$ cat src/design/scft_pkg.sv
// ----------------------------------------------------------------------------
// scft_pkg: shared types and constants of the sorted chunk frequency table
// Field widths of the stream items, result status codes and the control and
// flag bundles passed between the top level and the table cells.
// ----------------------------------------------------------------------------
package scft_pkg;

    // field widths of one input item
    localparam int OP_W      = 1;
    localparam int CHUNK_W   = 16;
    localparam int CLEN_W    = 5;
    localparam int EIDX_W    = 8;
    localparam int IN_DATA_W = 32;   // 29 bits of fields, padded to bytes

    // field widths of one result item
    localparam int STAT_W     = 3;
    localparam int POS_W      = 8;
    localparam int OCC_W      = 32;
    localparam int EVAL_W     = 16;
    localparam int ELEN_W     = 5;
    localparam int DCNT_W     = 9;
    localparam int OUT_DATA_W = 72;  // 70 bits of fields, padded to bytes

    // operation codes
    typedef enum logic [OP_W-1:0] {
        OP_ADD  = 1'b0,
        OP_READ = 1'b1
    } t_op;

    // result status codes
    typedef enum logic [STAT_W-1:0] {
        ST_COUNTED  = 3'd0,
        ST_INSERTED = 3'd1,
        ST_FULL     = 3'd2,
        ST_READ_OK  = 3'd3,
        ST_OUT_RNG  = 3'd4
    } t_status;

    // broadcast control from the sequencer to every cell
    typedef struct packed {
        logic cmp;   // compare stored key against the item
        logic hit;   // bump the count of the matching cell
        logic ins;   // insert the new chunk, shift larger entries up
    } t_cell_ctl;

    // registered compare flags of one cell
    typedef struct packed {
        logic ge;    // valid and stored key not below the item key
        logic eq;    // valid and stored key equal to the item key
        logic rd;    // valid and this cell is the read index
    } t_cell_flag;

endpackage

$ cat src/design/scft_cell.sv
// ----------------------------------------------------------------------------
// scft_cell: one entry of the sorted table
// Holds key, length and count of one table position, compares its key against
// the broadcast item, and on insert takes its lower neighbor's entry or the
// new chunk.
// ----------------------------------------------------------------------------
module scft_cell #(
    parameter int IDX        = 0,
    parameter int KEY_BITS   = 16,
    parameter int COUNT_BITS = 32,
    parameter int USED_W     = 9
) (
    input  logic                   i_clk,
    input  scft_pkg::t_cell_ctl    i_ctl,
    input  logic [KEY_BITS-1:0]    i_key,
    input  logic [4:0]             i_len,
    input  logic [7:0]             i_index,
    input  logic [USED_W-1:0]      i_used,
    input  logic                   i_prev_ge,
    input  logic [KEY_BITS-1:0]    i_prev_key,
    input  logic [4:0]             i_prev_len,
    input  logic [COUNT_BITS-1:0]  i_prev_cnt,
    output scft_pkg::t_cell_flag   o_flag,
    output logic [KEY_BITS-1:0]    o_key,
    output logic [4:0]             o_len,
    output logic [COUNT_BITS-1:0]  o_cnt
);
    import scft_pkg::*;

    localparam logic [COUNT_BITS-1:0] CNT_MAX = '1;
    localparam logic [COUNT_BITS-1:0] CNT_ONE = COUNT_BITS'(1);

    logic [KEY_BITS-1:0]   r_key;
    logic [4:0]            r_len;
    logic [COUNT_BITS-1:0] r_cnt;
    t_cell_flag            r_flag;
    logic                  w_valid;
    logic                  w_at_end;

    assign w_valid  = 32'(i_used) > IDX;
    assign w_at_end = 32'(i_used) == IDX;

    // compare flags and entry update
    always_ff @(posedge i_clk) begin
        if (i_ctl.cmp) begin
            r_flag.ge <= w_valid && !(r_key < i_key);
            r_flag.eq <= w_valid && (r_key == i_key);
            r_flag.rd <= w_valid && (32'(i_index) == IDX);
        end
        if (i_ctl.hit && r_flag.eq && r_cnt != CNT_MAX) begin
            r_cnt <= r_cnt + CNT_ONE;
        end
        if (i_ctl.ins) begin
            if (i_prev_ge) begin
                // shift up from the neighbor below
                r_key <= i_prev_key;
                r_len <= i_prev_len;
                r_cnt <= i_prev_cnt;
            end else if (r_flag.ge || w_at_end) begin
                // first entry not below the key, or the first free cell: take the new chunk
                r_key <= i_key;
                r_len <= i_len;
                r_cnt <= CNT_ONE;
            end
        end
    end

    assign o_flag = r_flag;
    assign o_key  = r_key;
    assign o_len  = r_len;
    assign o_cnt  = r_cnt;

endmodule

$ cat config.mk
export PLATFORM = sky130hd
export DESIGN_NAME = scft_cell
export DESIGN_NICKNAME = d
export VERILOG_FILES = /design/src/design/scft_pkg.sv /design/src/design/scft_cell.sv
export SDC_FILE = /design/constraint.sdc
export NUM_CORES = 1
export LEC_CHECK = 0
export ABC_CLOCK_PERIOD_IN_PS = 6600
export BUFFER_PORTS_ARGS = -buffer_cell sky130_fd_sc_hd__buf_4
export CORE_ASPECT_RATIO = 1.2
export CORE_MARGIN = 8
export CORE_UTILIZATION = 50
export CTS_CLUSTER_DIAMETER = 30
export CTS_CLUSTER_SIZE = 16
export DETAILED_ROUTE_END_ITERATION = 8
export GPL_ROUTABILITY_DRIVEN = 0
export PLACE_DENSITY = 0.84
export REMOVE_ABC_BUFFERS = 1
export SYNTH_ARGS = -nofsm -noshare
export SYNTH_HDL_FRONTEND = slang
export SYNTH_SLANG_ARGS = --single-unit
$ cat constraint.sdc
create_clock -name i_clk -period 6.6 [get_ports i_clk]
set_clock_uncertainty 0.15 [all_clocks]
set_input_delay 0.66 -clock i_clk [delete_from_list [all_inputs] [get_ports i_clk]]
set_output_delay 0.66 -clock i_clk [all_outputs]
set_load 0.02 [all_outputs]
# After elaboration in Yosys (flattened, before gate mapping)
# Cells that the tools add are included.
[word_totals] ff_bits=56 latchBits=0 ramBits=0 rom_bits=0 input_bits=96 out_inout_bits=56 n_memories=0
[op_classes] addsub=1 multipliers=0 div_mod_pow=0 order_cmp=2 n_eq_ne=2 shifts=0 n_mux=8 bitwise_logic=0 reduce_logical=11
[op_table] op="$mux 32" count=4
[op_table] op="$add 32x1->32 const B" count=1
[op_table] op="$mux 16" count=2
[op_table] op="$ne 32x32->1 const B" count=1
[op_table] op="$eq 16x16->1" count=1
[op_table] op="$lt 16x16->1" count=1
[op_table] op="$mux 5" count=2
[op_table] op="$gt 9x1->1 const B" count=1
[op_table] op="$logic_not 9->1" count=1
[op_table] op="$logic_not 8->1" count=1
[op_table] op="$logic_and 1x1->1" count=5
[op_table] op="$reduce_and 2->1" count=1
[op_table] op="$reduce_bool 2->1" count=1
[op_table] op="$logic_not 1->1" count=1
[op_table] op="$logic_or 1x1->1" count=1

# Logic depth before layout (Yosys ltp)
[depth] ltp_word=6 mapped_depth=7 depth_no_buf=7

# Worst setup path before layout
# No wires, ideal clock.
[synth_path] kind="input to register" from="input port i_used[2]" to="register r_cnt[25] (netlist: o_cnt[25])" t_arrival_ns=2.384 slack_ns=3.944 path_stages=7 n_path_buf=1 cell_sequence="or4_4 o31ai_4 nand2_2 inv_2 buf_4 nor2_1 a221o_1"
[synth_between] elab_chain_len=5
[synth_rtl] element="from (decl)" line="scft_cell.sv:18" source="input logic [USED_W-1:0] i_used,"
[synth_rtl] element="$logic_not 9->1" line="scft_cell.sv:41" source="assign w_at_end = 32'(i_used) == IDX;"
[synth_rtl] element="$logic_or 1x1->1" line="scft_cell.sv:59" source="end else if (r_flag.ge || w_at_end) begin"
[synth_rtl] element="$mux 32" line="scft_cell.sv:59"
[synth_rtl] element="$mux 32" line="scft_cell.sv:54" source="if (i_prev_ge) begin"
[synth_rtl] element="$mux 32" line="scft_cell.sv:53" source="if (i_ctl.ins) begin"
[synth_rtl] element="to (signal assigned)" line="scft_cell.sv:51" source="r_cnt <= r_cnt + CNT_ONE;"
[synth_rtl] element="to (signal assigned)" line="scft_cell.sv:58" source="r_cnt <= i_prev_cnt;"
[synth_rtl] element="to (decl)" line="scft_cell.sv:35" source="logic [COUNT_BITS-1:0] r_cnt;"
# Every way passes these cells.
# A chain may end at the register's enable or synchronous reset.

# Worst setup path in the final report
[layout_path] from="input port i_used[2]" to="register r_cnt[11] (netlist: o_cnt[11])"
# The elaborated chain is that of the path after synthesis.

==> metrics.csv <==
metric,value,unit
GRT overflow,0,
Adder-Cell Fraction of Synth Area,6.21,%
CTS Hold Bufs,0,
Async SR Flop Fraction,0,%
Syn. warnings,0,
clk root buf,clkbuf_8,
layout cells sized above 1,36.1,%
Die Area,9760,um^2
largest family of logic cells by synthesized area,simple AND/OR/NAND/NOR gates,
Required @ worst endpoint,6.65,ns
wl on met1,4.27,mm
WHS Path Cells,3,
Worst-Skew Late Latency,0.31,ns
Pre-Repair DR Iteration Count,4,
Syn Inst Count,376,
highest routing layer actually used,met4,
PD cells,195,nW/um^2
Die Wd,91.5,um
Core Region,6730,um^2
clk buf depth,2,
Starting Density,50.9,%
f_max,298,MHz
filler instances,550,
multiplexer area fraction after synthesis,1.97,%
Routed Antenna Nets,0,
setup TNS,0,ns
TritonCTS buffer count,5,
final core utilization,69.3,%
fin crit period,3.35,ns
WL/cell,17.6,um
CTS Sinks,56,
area share of xor/xnor cells in the synthesized design,1.28,%
n_diodes,0,
antenna violations before repair,0,
std cell rows,33,
Slew Limit Fails,0,
Post-synth EDFFs,24,
I/O Buffers,151,
headroom to the max-slew limit,14.3,%
routed wire length,10.6,mm
Commonest cells post-synth,"nand2_1, dfxtp_1, nand3_1",
"Worst Path Class, Setup",in -> reg,
Mean Syn Cell Area,9.10,um^2
Layout Nets,630,
final setup fails,0,
top-count cell post-synth,nand2_1,
Synth Flop Type,dfxtp_1,
"Seq/Total Area, Yosys",39.8,%
top-area cell type share of the netlist area,21.1,%
# H-tree levels,2,
CP Capture Type,register,
Critical Path Start Type,input pin,
CTS tree,built,
Slew @ Worst Pin,1.27,ns
area of the mapped netlist,3420,um^2
number of I/O pins,152,
status,"complete, no violations",
# Post-CTS Setup Buffers,0,
number of vias per cell,5.81,
vias in the first global route,3564,
worst vdd ir,0.000124,V
HP Class,in -> reg,
DRT iter0 DRCs,186,
final period utilization,50.8,%
Vias,3518,
# resized after CTS,0,
Area Overhead vs Synth,36.3,%
met2 routed WL,5.31,mm
"Reg clk slew, reported paths",0.10,ns
WL met3,978,um
WP data arrival,3.41,ns
Crit Path Max Fanout,45,
number of max-cap violations,0,
Netlist cell types,62,
RSZ-0062 raised after global routing,no,
R2R depth,6,
Die Ht,107,um
Yosys reg bits,56,
GRT Total Usage,21.4,%
Multi-input gate area,1880,um^2
Pleak,2.03,nW
Synth Area in Compound Gates,19.6,%
cell accounting for the most synthesized area,edfxtp_1,
top area cells in the synthesized netlist,"edfxtp_1, dfxtp_1, ha_1",
final hold viol count,0,
post-DP HPWL,8.34,mm
Residual DRC,0,
largest net degree at the start of global routing,46,
register area,1360,um^2
Synth Area in Simple Gates,25.8,%
first-pass GRT wire length,17.3,mm
-- cell usage in the layout, fill, tap and decap left out, types with 5 or more instances in the layout --
cell	count
a21oi_1	10
nand4_1	9
mux2_2	6
inv_1	23
a221o_1	5
clkbuf_8	5
or4_1	7
nand2_1	53
and3_1	5
nor2_1	17
ha_1	17
edfxtp_1	24
nand3_1	26
dfxtp_1	32
nor3_1	9
o311ai_0	7
buf_4	151
o211ai_1	12
nor4_1	6
o21ai_0	22
a21o_1	5
-- through the flow --
| step | hold slack [ns] | worst slack (ns) | total power [mW] | instance area (um^2) | instances |
|---|---|---|---|---|---|
| after CTS | 0.375 | 3.26 | 0.921 | 4660 | 605 |
| after global placement | 0.357 | 2.96 | 0.722 | 4570 | 597 |
| after detailed placement | 0.374 | 2.93 | 0.730 | 4570 | 597 |
| after global routing | 0.382 | 3.06 | 0.963 | 4660 | 605 |
| after floorplan | 0.434 | 3.57 | 0.588 | 3330 | 359 |
| final | 0.385 | 3.25 | 0.912 | 4660 | 605 |
-- report_power, final --
part           switching (mW)  internal (mW)
clock network           0.115         0.0754
registers              0.0458          0.403
logic                   0.140          0.132
-- registers in the layout, indices dropped and copies added (netlist names) --
signal	cells
o_len	5
o_flag	3
o_key	16
o_cnt	32
-- worst max-delay path: stages --
cell     delay (ns)
buf_4          0.11
or4_4          0.55
o31ai_4        0.33
nand2_2        0.46
inv_2          0.81
nor4_1         0.13
a311o_1        0.35
-- layer usage --
layer / GRT usage, % / vias up
met1: 24.9 / 1654
met5: 0 / -
met3: 6.50 / 6
li1: - / 1715
met4: 4.92 / 0
met2: 37.7 / 143
-- area by class of cell --
cell class,instances,area share (%)
repair buffers,151,24.3
flip-flops and latches,56,29.2
inverters,24,1.93
clock inverters,3,0.510
well taps,87,2.33
clock buffers,5,1.48
multi-input cells,279,40.3
-- logic make-up after synthesis --
kind of cell | count (synthesis)
AO/OA/AOI/OAI | 89
XOR/XNOR | 5
adder cells (fa/ha/maj) | 17
buffers and inverters | 41
flip-flops | 56
multiplexers | 6
AND/OR/NAND/NOR | 162
-- worst paths after layout --
kind	start	endpoint	slack, ns
worst min register to register	o_cnt[1]$_DFF_P_	o_cnt[1]$_DFF_P_	0.40
worst max-delay path	i_used[2]	o_cnt[11]$_DFF_P_	3.25
worst min-delay path	i_prev_cnt[1]	o_cnt[1]$_DFF_P_	0.39
worst max register to register	o_flag[2]$_DFFE_PP_	o_cnt[26]$_DFF_P_	3.68
No activity file was read; power rests on OpenSTA's default activity.
